$ cat src/sv/bba_pkg.sv
package bba_pkg;

	// bitmap geometry
	localparam int MAP_BITS  = 8192;
	localparam int WORD_BITS = 32;
	localparam int WORDS     = MAP_BITS / WORD_BITS;
	localparam int WIDX_W    = $clog2(WORDS);
	localparam int WBIT_W    = $clog2(WORD_BITS);

	// field widths
	localparam int NUM_W  = 14;
	localparam int STAT_W = 2;

	// request modes
	localparam logic MODE_ALLOC = 1'b0;
	localparam logic MODE_FREE  = 1'b1;

	// status codes
	localparam logic [STAT_W-1:0] STAT_OK   = 2'd0;
	localparam logic [STAT_W-1:0] STAT_FULL = 2'd1;
	localparam logic [STAT_W-1:0] STAT_BAD  = 2'd2;

	typedef struct packed {
		logic             mode;
		logic [NUM_W-1:0] entry_number;
	} req_t;

	typedef struct packed {
		logic [NUM_W-1:0]  allocated_number;
		logic [STAT_W-1:0] status;
		logic [NUM_W-1:0]  free_count;
	} rsp_t;

	// controller to datapath
	typedef struct packed {
		logic take_req;   // capture request
		logic ptr_clr;    // restart word scan
		logic ptr_inc;    // advance word scan
		logic sel_free;   // read the word that holds the freed entry
		logic alloc_chk;  // evaluate scanned word
		logic free_chk;   // evaluate freed entry
	} cmd_t;

	// datapath to controller
	typedef struct packed {
		logic mode;       // mode of the captured request
		logic found;      // scanned word holds a free entry
		logic last;       // scanned word is the last in range
	} stat_t;

	typedef enum logic [3:0] {
		S_IDLE = 4'b0001,
		S_LEAD = 4'b0010,
		S_SCAN = 4'b0100,
		S_FCHK = 4'b1000
	} state_t;

endpackage

$ cat src/sv/bba_ctrl.sv
module bba_ctrl
	import bba_pkg::*;
(
	input  logic  clk,
	input  logic  arst_n,
	input  logic  start,
	input  stat_t stat,
	output logic  busy,
	output cmd_t  cmd
);

	state_t state_q;
	state_t state_nxt;

	// state register
	always_ff @(posedge clk or negedge arst_n) begin
		if (!arst_n) begin
			state_q <= S_IDLE;
		end else begin
			state_q <= state_nxt;
		end
	end

	// next state and commands
	always_comb begin
		state_nxt = state_q;
		cmd       = '0;
		unique case (state_q)
			S_IDLE: begin
				if (start) begin
					cmd.take_req = 1'b1;
					cmd.ptr_clr  = 1'b1;
					state_nxt    = S_LEAD;
				end
			end
			S_LEAD: begin
				// first read is in flight
				cmd.sel_free = (stat.mode == MODE_FREE);
				cmd.ptr_inc  = 1'b1;
				state_nxt    = (stat.mode == MODE_FREE) ? S_FCHK : S_SCAN;
			end
			S_SCAN: begin
				// check previous word while reading the next one
				cmd.alloc_chk = 1'b1;
				cmd.ptr_inc   = 1'b1;
				if (stat.found || stat.last) begin
					state_nxt = S_IDLE;
				end
			end
			S_FCHK: begin
				cmd.free_chk = 1'b1;
				state_nxt    = S_IDLE;
			end
			default: begin
				state_nxt = S_IDLE;
			end
		endcase
	end

	assign busy = (state_q != S_IDLE);

endmodule

$ cat config.mk
export PLATFORM = sky130hd
export DESIGN_NAME = bba_ctrl
export DESIGN_NICKNAME = d
export VERILOG_FILES = /design/src/sv/bba_pkg.sv /design/src/sv/bba_ctrl.sv
export SDC_FILE = /design/constraint.sdc
export NUM_CORES = 1
export LEC_CHECK = 0
export ABC_CLOCK_PERIOD_IN_PS = 1700
export BUFFER_PORTS_ARGS = -buffer_cell sky130_fd_sc_hd__buf_2
export CAP_MARGIN = 20
export CORE_AREA = 4 4 41 43
export CTS_CLUSTER_DIAMETER = 60
export DETAILED_ROUTE_END_ITERATION = 8
export DIE_AREA = 0 0 45 47
export GPL_TIMING_DRIVEN = 1
export PLACE_DENSITY = 0.38
export SYNTH_ARGS = -nofsm -noshare
export SYNTH_HDL_FRONTEND = slang
export SYNTH_SLANG_ARGS = --single-unit
$ cat constraint.sdc
create_clock -name clk -period 1.7 [get_ports clk]
set_input_delay 0.51 -clock clk [delete_from_list [all_inputs] [get_ports clk]]
set_output_delay 0.51 -clock clk [all_outputs]
set_load 0.03 [all_outputs]
Yosys cells after proc, flatten, opt, wreduce, memory -nomap -nowiden
Index checks and enable logic that the tools add are counted.
{"block": "totals", "regBits": 4, "input_bits": 6, "output_inout_bits": 7, "wordCells": 21}
{"block": "classes", "eq_ne": 7, "muxes": 10, "reduce_logical": 3}
{"operator": "two-way mux 4 bit", "n": 3}
{"operator": "case mux 4 bit (3 select lines)", "n": 1}
{"operator": "equality test 4 x 1 -> 1 bit, second input constant", "n": 1}
{"operator": "equality test 4 x 2 -> 1 bit, second input constant", "n": 1}
{"operator": "equality test 4 x 3 -> 1 bit, second input constant", "n": 1}
{"operator": "equality test 4 bit, second input constant", "n": 1}
{"operator": "two-way mux 1 bit", "n": 4}
{"operator": "two-way mux 2 bit", "n": 2}
{"operator": "inequality test 2 bit, second input constant", "n": 2}
{"operator": "inequality test 4 x 1 -> 1 bit, second input constant", "n": 1}
{"operator": "AND reduction 2 bit", "n": 1}
{"operator": "OR reduction 2 bit", "n": 1}
{"operator": "logical OR 1 bit", "n": 1}

Longest topological paths before layout
Gate-level depths: netlist of run 1.
{"block": "depth", "word_depth": 3, "depth_mapped": 4}

Worst setup path before layout of run 1
OpenSTA, ideal clock, no wires.
{"block": "synth_timing", "kind": "register -> output", "from": "reg state_q[0]", "to": "out cmd[5] (netlist name)", "arrival_ns": 1.904, "required_ns": 1.190, "setup_slack_ns": -0.714, "stages_incl_launch_ff": 5, "path_buffers": 2, "path_cell_list": "dfstp_2 > clkbuf_1 > nand3b_1 > nor2_1 > buf_4"}
{"item": "start: declaration", "line_no": "bba_ctrl.sv:12", "text": "state_t state_q;"}
{"item": "start signal: assignment", "line_no": "bba_ctrl.sv:20", "text": "state_q <= state_nxt;"}
{"item": "end: declaration", "line_no": "bba_ctrl.sv:9", "text": "output cmd_t cmd"}

==> results of run 1 <==
[metrics by stage]
stage               cell area, um^2  TNS [ps]  hold slack (ps)
global placement                340         0              321
global route                    438     -1010             54.0
CTS                             433      -410             57.4
detailed placement              340         0              316
finish                          438      -440             64.0
floorplan                       268      -848              214
[worst max path at each step]
| stage | to | cells past startpoint |
|---|---|---|
| floorplan | cmd[5] | 4 |
| global placement | cmd[2] | 3 |
| detailed placement | cmd[2] | 3 |
| CTS | cmd[2] | 3 |
| global route | cmd[2] | 3 |
| finish | cmd[2] | 3 |
[cell families after synthesis]
kind of cell / Yosys count
compound gates: 4
buf+inv: 3
flops: 4
simple gates: 13
[synthesized netlist by cell type, drive strengths merged]
cell type	number	area share, %
a211oi	1	3.2
a21oi	1	2.1
and3	1	2.6
buf	1	3.2
clkbuf	1	1.6
dfrtp	3	32
dfstp	1	11
inv	1	1.6
nand2b	1	2.6
nand3b	1	3.2
nor2	3	4.7
nor3	2	6.3
nor4b	3	11
o21a	1	3.2
o21bai	1	3.2
or2b	1	3.2
or4b	1	5.8
[cells in the final DEF, fill, tap and decap left out]
cell type	n
clkbuf_1	1
inv_1	1
or2b_1	1
nor3_2	1
o21a_1	1
o21bai_1	1
buf_6	2
dfstp_2	1
nor4b_1	1
and3_1	1
nand3b_1	1
buf_2	5
or4b_4	1
nor4b_2	2
a21oi_1	1
buf_4	13
nor3_1	1
nor2_1	2
clkbuf_4	3
dfrtp_1	2
dfrtp_2	1
nor2_4	1
nand2b_1	1
a211oi_1	1
[cell type report]
class	count	share of cell area (%)
Multi-Input combinational cell	17	32.3
Inverter	1	0.857
Timing Repair Buffer	20	33.1
Tap cell	15	4.29
Clock buffer	4	6.00
Sequential cell	4	23.4
[repair_timing]
action / CTS / global route
pin swaps: 2 / 0
setup buffers: 6 / 0
endpoints found under the hold margin: 0 / 0
endpoints found under the setup margin: 7 / 7
resized for setup: 8 / 3
[power breakdown]
part	leakage (nW)	switching, mW	total [mW]	internal (mW)
logic	0.137	0.220	0.427	0.207
registers	0.0495	0.0312	0.160	0.129
clock network	0.0150	0.0412	0.129	0.0882
[layer usage]
metal / global-route usage [%] / wire, um / share of wire (%) / up-vias
met3: 2.30 / 42 / 5.9 / 2
met4: 5.26 / 18 / 2.5 / 0
met2: 12.7 / 343 / 48 / 10
li1: - / - / - / 129
met1: 10.1 / 305 / 43 / 126
met5: 0 / 0 / 0 / -
==> impl_metrics.xml, run 1 <==
<?xml version="1.0" encoding="UTF-8"?>
<metrics>
  <group name="run_status">
    <metric name="result_of_the_run" unit="">finished, violations left</metric>
    <metric name="failed_checks" unit="">negative setup slack</metric>
  </group>
  <group name="final_layout">
    <metric name="largest_register_ffs" unit="">4</metric>
    <metric name="drive_gt1_share" unit="%">65.2</metric>
    <metric name="seq_area" unit="um^2">103</metric>
    <metric name="layout.core_utilization" unit="%">33.7</metric>
    <metric name="fill_cells" unit="">151</metric>
    <metric name="biggestRegsByFlops" unit="">state_q (4)</metric>
    <metric name="syn2layout_area_growth" unit="%">84.2</metric>
    <metric name="area_occupied_by_multi_input_gates" unit="um^2">141</metric>
    <metric name="largest-register" unit="">state_q</metric>
    <metric name="finish.cell_count_without_fillers" unit="">61</metric>
    <metric name="insertedDiodeCount" unit="">0</metric>
    <metric name="fin_nets" unit="">53</metric>
  </group>
  <group name="routing">
    <metric name="detail-route-antenna-nets" unit="">0</metric>
    <metric name="wl_per_cell" unit="um">11.6</metric>
    <metric name="drt-pass1-iter-count" unit="">2</metric>
    <metric name="drt_first_iter_violations" unit="">1</metric>
    <metric name="viasPerCell" unit="">4.38</metric>
    <metric name="postRouteWirelength" unit="um">710</metric>
    <metric name="drt_drc_violations_left" unit="">0</metric>
    <metric name="via_count" unit="">267</metric>
  </group>
  <group name="critical_path">
    <metric name="critical_path.cell_chain" unit="">or2b_1 &gt; nor4b_2 &gt; buf_4</metric>
    <metric name="cpMaxStageDelayCell" unit="">dfrtp_1</metric>
    <metric name="end_kind" unit="">primary output</metric>
    <metric name="timing.rr.end" unit="">state_q[2]</metric>
    <metric name="cpLargestDelayFamily" unit="">simple AND/OR/NAND/NOR gates</metric>
    <metric name="setup.worst_path.start_class" unit="">register</metric>
    <metric name="worstSetupPathType" unit="">reg2out</metric>
    <metric name="ff2ff_setup_slack" unit="ps">280</metric>
    <metric name="worst-endpoint-arrival" unit="ps">1320</metric>
    <metric name="maximum_single_stage_delay_on_the_critical_path" unit="ps">380</metric>
    <metric name="timing.reg2reg.worst_path_depth" unit="">4</metric>
    <metric name="r2r_start" unit="">state_q[1]</metric>
    <metric name="critical_path_required" unit="ps">1190</metric>
    <metric name="buffers_plus_inverters_on_the_worst_setup_path" unit="">1</metric>
    <metric name="worstSetupStartpoint" unit="">state_q[1]</metric>
    <metric name="cp_max_fo" unit="">5</metric>
  </group>
  <group name="global_routing">
    <metric name="grt_antenna_before_repair" unit="">0</metric>
    <metric name="groute.usage.overall" unit="%">8.25</metric>
    <metric name="first_global_vias" unit="">277</metric>
    <metric name="gr-total-overflow" unit="">0</metric>
    <metric name="grt_first_pass_wirelength" unit="um">1240</metric>
    <metric name="largest_net_degree_at_the_start_of_global_routing" unit="">9</metric>
  </group>
  <group name="sta">
    <metric name="timing.final.setup_violations" unit="">6</metric>
    <metric name="postLayoutSetupSlackWorst" unit="ps">-127</metric>
    <metric name="hold_viol" unit="">0</metric>
    <metric name="max_slew_violation_count" unit="">0</metric>
    <metric name="layout_min_cycle_time" unit="ps">1830</metric>
    <metric name="grt_setup_unrepaired" unit="">true</metric>
    <metric name="fin_skew" unit="ps">5.57</metric>
    <metric name="worst-slew-pin-transition" unit="ps">289</metric>
    <metric name="slew_headroom" unit="%">80.5</metric>
    <metric name="clock.fmax" unit="MHz">547</metric>
    <metric name="layout_worst_path_cycle_share" unit="%">107</metric>
  </group>
  <group name="floorplanning">
    <metric name="placementRows" unit="">13</metric>
    <metric name="placeableCoreArea" unit="um^2">1300</metric>
    <metric name="die_area" unit="um^2">2120</metric>
    <metric name="top_level_ports" unit="">13</metric>
    <metric name="start_util" unit="%">18.3</metric>
    <metric name="die_height" unit="um">47</metric>
    <metric name="x_dimension_of_the_die" unit="um">45</metric>
  </group>
  <group name="clock_tree">
    <metric name="cts_tree" unit="">built</metric>
    <metric name="clock_insertion_delay_worst_skew" unit="ps">240</metric>
    <metric name="cts.hold.buffers_added" unit="">0</metric>
    <metric name="tritoncts.num_buffers" unit="">3</metric>
    <metric name="clkSlewWorstSetupHoldPaths" unit="ps">40</metric>
    <metric name="cts_num_sinks" unit="">4</metric>
    <metric name="clockBufferDepth" unit="">2</metric>
    <metric name="cts_root_buf" unit="">clkbuf_4</metric>
    <metric name="htree_num_levels" unit="">1</metric>
  </group>
  <group name="logic_synthesis">
    <metric name="synth_top_family_by_area" unit="">simple AND/OR/NAND/NOR gates</metric>
    <metric name="postSynthRegisterBits" unit="">4</metric>
    <metric name="synth_area_per_cell" unit="um^2">9.91</metric>
    <metric name="synth_fp_nets" unit="">30</metric>
    <metric name="yosys_warnings" unit="">0</metric>
    <metric name="yosys.area_share.simple" unit="%">39.5</metric>
    <metric name="post_synth_fa_ha_maj_area_fraction" unit="%">0</metric>
    <metric name="yosysUniqueCellTypes" unit="">18</metric>
    <metric name="post_synthesis_instance_total" unit="">24</metric>
    <metric name="synth_area" unit="um^2">238</metric>
    <metric name="synth_compound_area_share" unit="%">11.6</metric>
    <metric name="synth-xor-area-share" unit="%">0</metric>
    <metric name="ys_seq_area_share" unit="%">42.6</metric>
    <metric name="share_of_synthesized_area_spent_on_multiplexers" unit="%">0</metric>
  </group>
  <group name="placed_design">
    <metric name="placed_wire_length_estimate" unit="um">490</metric>
    <metric name="portBuffers" unit="">12</metric>
    <metric name="place_inst" unit="">51</metric>
    <metric name="routabilityCongestion" unit="">0.698</metric>
    <metric name="pre_cts_ws" unit="ps">44.7</metric>
  </group>
  <group name="power_and_ir_drop">
    <metric name="p_leak" unit="nW">0.201</metric>
    <metric name="report.power.total" unit="uW">716</metric>
    <metric name="power_density" unit="nW/um^2">1640</metric>
    <metric name="peakVddDrop" unit="mV">0.721</metric>
  </group>
  <group name="flow_run">
    <metric name="max_cap_violations" unit="">0</metric>
  </group>
  <group name="min_path">
    <metric name="worst_hold_path_type" unit="">in2async</metric>
  </group>
</metrics>
(Power assumes the default switching activity.)
==> inputs of run 2 (changes only) <==
--- a/config.mk
+++ b/config.mk
@@ -17,3 +17,4 @@
 export SYNTH_ARGS = -nofsm -noshare
 export SYNTH_HDL_FRONTEND = slang
 export SYNTH_SLANG_ARGS = --single-unit
+export TNS_END_PERCENT = 5
==> impl_metrics.xml, run 2 (synthesis results as in run 1) <==
<?xml version="1.0" encoding="UTF-8"?>
<metrics>
  <group name="clock_tree">
    <metric name="clkSlewWorstSetupHoldPaths" unit="ps">40</metric>
    <metric name="cts_num_sinks" unit="">4</metric>
    <metric name="tritoncts.num_buffers" unit="">3</metric>
    <metric name="cts_root_buf" unit="">clkbuf_4</metric>
    <metric name="clock_insertion_delay_worst_skew" unit="ps">240</metric>
    <metric name="cts.hold.buffers_added" unit="">0</metric>
    <metric name="clockBufferDepth" unit="">2</metric>
    <metric name="cts_tree" unit="">built</metric>
    <metric name="htree_num_levels" unit="">1</metric>
  </group>
  <group name="routing">
    <metric name="detail-route-antenna-nets" unit="">0</metric>
    <metric name="drt_drc_violations_left" unit="">0</metric>
    <metric name="viasPerCell" unit="">4.25</metric>
    <metric name="postRouteWirelength" unit="um">699</metric>
    <metric name="via_count" unit="">242</metric>
    <metric name="wl_per_cell" unit="um">12.3</metric>
    <metric name="drt-pass1-iter-count" unit="">1</metric>
    <metric name="drt_first_iter_violations" unit="">0</metric>
  </group>
  <group name="floorplanning">
    <metric name="start_util" unit="%">18.3</metric>
    <metric name="placementRows" unit="">13</metric>
    <metric name="x_dimension_of_the_die" unit="um">45</metric>
    <metric name="top_level_ports" unit="">13</metric>
    <metric name="die_area" unit="um^2">2120</metric>
    <metric name="placeableCoreArea" unit="um^2">1300</metric>
    <metric name="die_height" unit="um">47</metric>
  </group>
  <group name="final_layout">
    <metric name="syn2layout_area_growth" unit="%">69.5</metric>
    <metric name="largest-register" unit="">state_q</metric>
    <metric name="fill_cells" unit="">148</metric>
    <metric name="area_occupied_by_multi_input_gates" unit="um^2">141</metric>
    <metric name="largest_register_ffs" unit="">4</metric>
    <metric name="insertedDiodeCount" unit="">0</metric>
    <metric name="seq_area" unit="um^2">103</metric>
    <metric name="mostFrequentLayoutCells" unit="">7 x buf_2, 7 x buf_4, 3 x clkbuf_4</metric>
    <metric name="biggestRegsByFlops" unit="">state_q (4)</metric>
    <metric name="fin_nets" unit="">49</metric>
    <metric name="layout.core_utilization" unit="%">31.0</metric>
    <metric name="drive_gt1_share" unit="%">61.9</metric>
  </group>
  <group name="sta">
    <metric name="slew_headroom" unit="%">83.0</metric>
    <metric name="postLayoutSetupSlackWorst" unit="ps">-119</metric>
    <metric name="layout_worst_path_cycle_share" unit="%">107</metric>
    <metric name="setup_tns" unit="ps">-323</metric>
    <metric name="timing.final.setup_violations" unit="">5</metric>
    <metric name="clock.fmax" unit="MHz">550</metric>
    <metric name="worst-slew-pin-transition" unit="ps">252</metric>
    <metric name="grt_setup_unrepaired" unit="">true</metric>
    <metric name="max_slew_violation_count" unit="">0</metric>
    <metric name="layout_min_cycle_time" unit="ps">1820</metric>
    <metric name="fin_skew" unit="ps">4.81</metric>
    <metric name="hold_viol" unit="">0</metric>
  </group>
  <group name="critical_path">
    <metric name="cp_max_fo" unit="">3</metric>
    <metric name="worstSetupPathType" unit="">reg2out</metric>
    <metric name="setup.worst_path.start_class" unit="">register</metric>
    <metric name="critical_path_required" unit="ps">1190</metric>
    <metric name="worst-endpoint-arrival" unit="ps">1310</metric>
    <metric name="end_kind" unit="">primary output</metric>
    <metric name="timing.reg2reg.worst_path_depth" unit="">4</metric>
  </group>
  <group name="flow_run">
    <metric name="max_cap_violations" unit="">0</metric>
  </group>
  <group name="global_routing">
    <metric name="grt_antenna_before_repair" unit="">0</metric>
    <metric name="grt_first_pass_wirelength" unit="um">1190</metric>
    <metric name="groute.usage.overall" unit="%">8.40</metric>
    <metric name="gr-total-overflow" unit="">0</metric>
    <metric name="first_global_vias" unit="">272</metric>
    <metric name="largest_net_degree_at_the_start_of_global_routing" unit="">9</metric>
  </group>
  <group name="placed_design">
    <metric name="portBuffers" unit="">12</metric>
    <metric name="placed_wire_length_estimate" unit="um">551</metric>
    <metric name="routabilityCongestion" unit="">0.700</metric>
  </group>
  <group name="run_status">
    <metric name="result_of_the_run" unit="">finished, violations left</metric>
    <metric name="failed_checks" unit="">negative setup slack</metric>
  </group>
  <group name="power_and_ir_drop">
    <metric name="report.power.total" unit="uW">641</metric>
    <metric name="p_leak" unit="nW">0.181</metric>
    <metric name="power_density" unit="nW/um^2">1590</metric>
    <metric name="peakVddDrop" unit="mV">0.665</metric>
  </group>
  <group name="min_path">
    <metric name="worst_hold_path_type" unit="">in2async</metric>
  </group>
</metrics>
[run 2: path summary, 6_finish.rpt]
check | startpoint | endpoint | slack, ps
worst min-delay path | arst_n | state_q[2] | 70
worst max register to register | state_q[1] | state_q[0] | 310
worst min register to register | state_q[3] | state_q[2] | 540
min in group clk | state_q[3] | state_q[2] | 540
worst max-delay path | state_q[2] | cmd[2] | -120
max in group asynchronous | arst_n | state_q[0] | 1420
[run 2: metrics by stage]
stage	cells	worst slack, ps	hold slack [ps]	area [um^2]
2_1_floorplan	24	-392	214	259
3_3_place_gp	51	66.8	324	340
3_5_place_dp	51	29.7	323	340
4_1_cts	57	-157	64.2	403
5_1_grt	57	-175	67.0	403
6_report	57	-119	70.8	403
[run 2: timing repair]
action | CTS | global route
pin swaps | 1 | 1
setup buffers | 2 | 0
resized for setup | 8 | 0
endpoints found under the setup margin | 6 | 7
[run 2: report_power, final]
group	internal [mW]	switching, mW
Sequential	0.129	0.0229
Clock	0.0884	0.0431
Combinational	0.146	0.212
Total	0.363	0.278
[run 2: critical path, cell delays in order, from the launching register on]
cell and delay, ps:
dfrtp_1 390, or2b_1 270, nor4b_2 220, buf_4 200
[run 2: final cells by class]
class,instances,area share (%)
Clock buffer,4,6.52
Inverter,1,0.932
Multi-Input combinational cell,17,35.1
Sequential cell,4,25.5
Tap cell,15,4.66
Timing Repair Buffer,16,27.3
[run 2: per-layer routing]
| metal | GRT usage [%] | up-vias | share of wire, % |
|---|---|---|---|
| met5 | 0 | - | 0 |
| met2 | 14.1 | 8 | 54 |
| met3 | 6.13 | 0 | 10 |
| li1 | - | 123 | - |
| met1 | 7.11 | 111 | 36 |
| met4 | 5.26 | 0 | 0 |
==> inputs of run 3 (changes only) <==
--- a/config.mk
+++ b/config.mk
@@ -5,6 +5,7 @@
 export SDC_FILE = /design/constraint.sdc
 export NUM_CORES = 1
 export LEC_CHECK = 0
+export ABC_AREA = 1
 export ABC_CLOCK_PERIOD_IN_PS = 1700
 export BUFFER_PORTS_ARGS = -buffer_cell sky130_fd_sc_hd__buf_2
 export CAP_MARGIN = 20
==> constraint.sdc (replaced) <==
create_clock -name clk -period 1.7 [get_ports clk]
set_input_delay 0.51 -clock clk [delete_from_list [all_inputs] [get_ports clk]]
set_output_delay 0.51 -clock clk [all_outputs]
set_load 0.005 [all_outputs]
==> impl_metrics.xml, run 3 <==
<?xml version="1.0" encoding="UTF-8"?>
<metrics>
  <group name="placed_design">
    <metric name="routabilityCongestion" unit="">0.605</metric>
    <metric name="portBuffers" unit="">12</metric>
    <metric name="postPlaceCellArea" unit="um^2">310</metric>
    <metric name="place_inst" unit="">56</metric>
    <metric name="placed_wire_length_estimate" unit="um">433</metric>
  </group>
  <group name="critical_path">
    <metric name="end_kind" unit="">primary output</metric>
    <metric name="r2r_start" unit="">state_q[0]</metric>
    <metric name="critical_path.cell_chain" unit="">nor2_4 &gt; nand3_4 &gt; nor2_2 &gt; buf_2</metric>
    <metric name="timing.reg2reg.worst_path_depth" unit="">5</metric>
    <metric name="worstSetupPathType" unit="">reg2out</metric>
    <metric name="cp_max_fo" unit="">4</metric>
    <metric name="cpMaxStageDelayCell" unit="">dfrtp_1</metric>
    <metric name="ff2ff_setup_slack" unit="ps">670</metric>
    <metric name="buffers_plus_inverters_on_the_worst_setup_path" unit="">1</metric>
    <metric name="timing.rr.end" unit="">state_q[0]</metric>
    <metric name="critical_path_required" unit="ps">1190</metric>
    <metric name="setup.worst_path.start_class" unit="">register</metric>
    <metric name="cpLargestDelayFamily" unit="">flip-flops</metric>
    <metric name="maximum_single_stage_delay_on_the_critical_path" unit="ps">410</metric>
    <metric name="worst-endpoint-arrival" unit="ps">1140</metric>
  </group>
  <group name="logic_synthesis">
    <metric name="synth_top_cells_by_area" unit="">dfrtp_1 31%, nand3_2 13%, nor2_1 13%</metric>
    <metric name="dominantRegCellSynth" unit="">dfrtp_1</metric>
    <metric name="synth.most_common_cell" unit="">nor2_1</metric>
    <metric name="synth_area" unit="um^2">239</metric>
    <metric name="synth_area_per_cell" unit="um^2">7.97</metric>
    <metric name="post_synthesis_instance_total" unit="">30</metric>
    <metric name="netlist.area_leader.share" unit="%">31.4</metric>
    <metric name="synth_top_cells_by_count" unit="">8 x nor2_1, 5 x inv_1, 3 x dfrtp_1, 3 x nand2_1, 3 x nand3_2</metric>
    <metric name="synth_edf_count" unit="">0</metric>
    <metric name="asyncSetResetFlopFracSynth" unit="%">100</metric>
    <metric name="synth_fp_nets" unit="">36</metric>
    <metric name="postSynthRegisterBits" unit="">4</metric>
    <metric name="ys_seq_area_share" unit="%">42.4</metric>
    <metric name="yosys_warnings" unit="">0</metric>
    <metric name="post-synth-top-area-cell" unit="">dfrtp_1</metric>
    <metric name="yosysUniqueCellTypes" unit="">11</metric>
  </group>
  <group name="global_routing">
    <metric name="grt_antenna_before_repair" unit="">0</metric>
    <metric name="gr-total-overflow" unit="">0</metric>
    <metric name="grt_first_pass_wirelength" unit="um">834</metric>
    <metric name="largest_net_degree_at_the_start_of_global_routing" unit="">6</metric>
    <metric name="first_global_vias" unit="">210</metric>
    <metric name="groute.usage.overall" unit="%">5.63</metric>
  </group>
  <group name="clock_tree">
    <metric name="cts_num_sinks" unit="">4</metric>
    <metric name="clkSlewWorstSetupHoldPaths" unit="ps">40</metric>
    <metric name="htree_num_levels" unit="">1</metric>
    <metric name="cts_tree" unit="">built</metric>
    <metric name="cts.hold.buffers_added" unit="">0</metric>
    <metric name="cts_root_buf" unit="">clkbuf_4</metric>
    <metric name="clock_insertion_delay_worst_skew" unit="ps">240</metric>
    <metric name="clockBufferDepth" unit="">2</metric>
    <metric name="tritoncts.num_buffers" unit="">3</metric>
  </group>
  <group name="final_layout">
    <metric name="layout_commonest_cell" unit="">buf_2</metric>
    <metric name="largest_register_ffs" unit="">4</metric>
    <metric name="biggestRegsByFlops" unit="">state_q (4)</metric>
    <metric name="mostFrequentLayoutCells" unit="">12 x buf_2, 5 x inv_1, 5 x nor2_2, 4 x nor2_1</metric>
    <metric name="fin_nets" unit="">55</metric>
    <metric name="fin_area" unit="um^2">387</metric>
    <metric name="drive_gt1_share" unit="%">64.6</metric>
    <metric name="syn2layout_area_growth" unit="%">61.8</metric>
    <metric name="layout.core_utilization" unit="%">29.7</metric>
    <metric name="finish.cell_count_without_fillers" unit="">63</metric>
    <metric name="insertedDiodeCount" unit="">0</metric>
    <metric name="largest-register" unit="">state_q</metric>
  </group>
  <group name="power_and_ir_drop">
    <metric name="combPwrFrac" unit="%">47.6</metric>
    <metric name="p_sw_share" unit="%">37.6</metric>
    <metric name="p_sw" unit="uW">212</metric>
    <metric name="clock_power_share" unit="%">22.6</metric>
    <metric name="power_density" unit="nW/um^2">1460</metric>
    <metric name="p_leak" unit="nW">0.218</metric>
    <metric name="internal_power" unit="uW">352</metric>
    <metric name="seqPwrFrac" unit="%">29.8</metric>
    <metric name="peakVddDrop" unit="mV">0.596</metric>
  </group>
  <group name="sta">
    <metric name="slew_headroom" unit="%">88.8</metric>
    <metric name="layout_worst_path_cycle_share" unit="%">97.3</metric>
    <metric name="clock.fmax" unit="MHz">605</metric>
    <metric name="grt_setup_unrepaired" unit="">true</metric>
    <metric name="layout_min_cycle_time" unit="ps">1650</metric>
    <metric name="timing.final.setup_violations" unit="">0</metric>
    <metric name="hold_viol" unit="">0</metric>
    <metric name="worst-slew-pin-transition" unit="ps">168</metric>
    <metric name="fin_skew" unit="ps">12.1</metric>
    <metric name="max_slew_violation_count" unit="">0</metric>
  </group>
  <group name="floorplanning">
    <metric name="placementRows" unit="">13</metric>
    <metric name="x_dimension_of_the_die" unit="um">45</metric>
    <metric name="start_util" unit="%">18.4</metric>
    <metric name="die_height" unit="um">47</metric>
    <metric name="placeableCoreArea" unit="um^2">1300</metric>
    <metric name="top_level_ports" unit="">13</metric>
    <metric name="die_area" unit="um^2">2120</metric>
  </group>
  <group name="routing">
    <metric name="detail-route-antenna-nets" unit="">0</metric>
    <metric name="via_count" unit="">236</metric>
    <metric name="wl_per_cell" unit="um">8.49</metric>
    <metric name="drt_drc_violations_left" unit="">0</metric>
    <metric name="drt_first_iter_violations" unit="">0</metric>
    <metric name="drt-pass1-iter-count" unit="">1</metric>
    <metric name="viasPerCell" unit="">3.75</metric>
    <metric name="postRouteWirelength" unit="um">535</metric>
  </group>
  <group name="run_status">
    <metric name="result_of_the_run" unit="">completed</metric>
  </group>
  <group name="min_path">
    <metric name="worst_hold_path_type" unit="">in2async</metric>
  </group>
  <group name="flow_run">
    <metric name="max_cap_violations" unit="">0</metric>
  </group>
</metrics>
-- run 3: changes by cell type after synthesis, sizes merged, moves of 2 or more --
cell,before,now
nor2,3,10
nand2,0,5
inv,1,5
nand3,0,3
nor4b,3,0
nor3,2,0
-- run 3: final cells by class --
class	instances	area, um^2
Sequential cell	4	101
Clock buffer	4	26.3
Timing Repair Buffer	15	82.6
Tap cell	15	18.8
Inverter	5	18.8
Fill cell	161	915
Multi-Input combinational cell	20	139
-- run 3: what timing repair did --
item	in CTS	in global routing
buffers inserted	0	3
resized for setup	1	6
endpoints found under the setup margin	2	5
pin swaps	0	4
-- run 3: how the worst max path moves through the flow --
stage               slack (ps)       start      to  cells after the start
floorplan                  230  state_q[3]  cmd[5]                      4
global placement           260  state_q[3]  cmd[4]                      4
detailed placement         260  state_q[3]  cmd[4]                      4
CTS                         20  state_q[3]  cmd[4]                      4
global route               -30  state_q[2]  cmd[5]                      4
finish                      50  state_q[2]  cmd[4]                      4
-- run 3: power groups by stage --
stage | combinational, mW | sequential [mW] | clock, mW
floorplan | 0.142 | 0.155 | 0
global placement | 0.199 | 0.161 | 0
detailed placement | 0.199 | 0.159 | 0
CTS | 0.201 | 0.161 | 0.135
global route | 0.297 | 0.170 | 0.147
finish | 0.268 | 0.168 | 0.127
-- run 3: per-stage QoR --
stage               power, mW  setup slack [ps]  setup TNS, ps  hold WS [ps]
finish                  0.563              46.2              0          65.9
global route            0.613             -31.2          -70.7          51.1
detailed placement      0.358               261              0           320
floorplan               0.297               232              0           214
global placement        0.361               256              0           321
CTS                     0.497              23.9              0          59.0
-- run 3: metal layers --
layer	track usage (%)	share of wire (%)	vias to the layer above
li1	-	-	129
met1	5.98	45	99
met2	7.91	44	8
met3	4.21	11	0
met4	3.51	0	0
met5	0	0	-
-- run 3: worst reg2reg max path, stage by stage, from the launching register on --
cell,delay [ps]
dfstp_2,580
nor2_2,70
nand2_4,90
buf_4,110
nand3_2,70
nand2_2,60
-- run 3: cells by family (layout without fill, tap and decap cells) --
kind of cell,count (synthesis),in the layout,share of synthesized area [%]
DFF,4,4,42.4
AOI/OAI and AO/OA,1,1,3.67
buffers and inverters,6,24,11.0
and+or+nand+nor,19,19,42.9
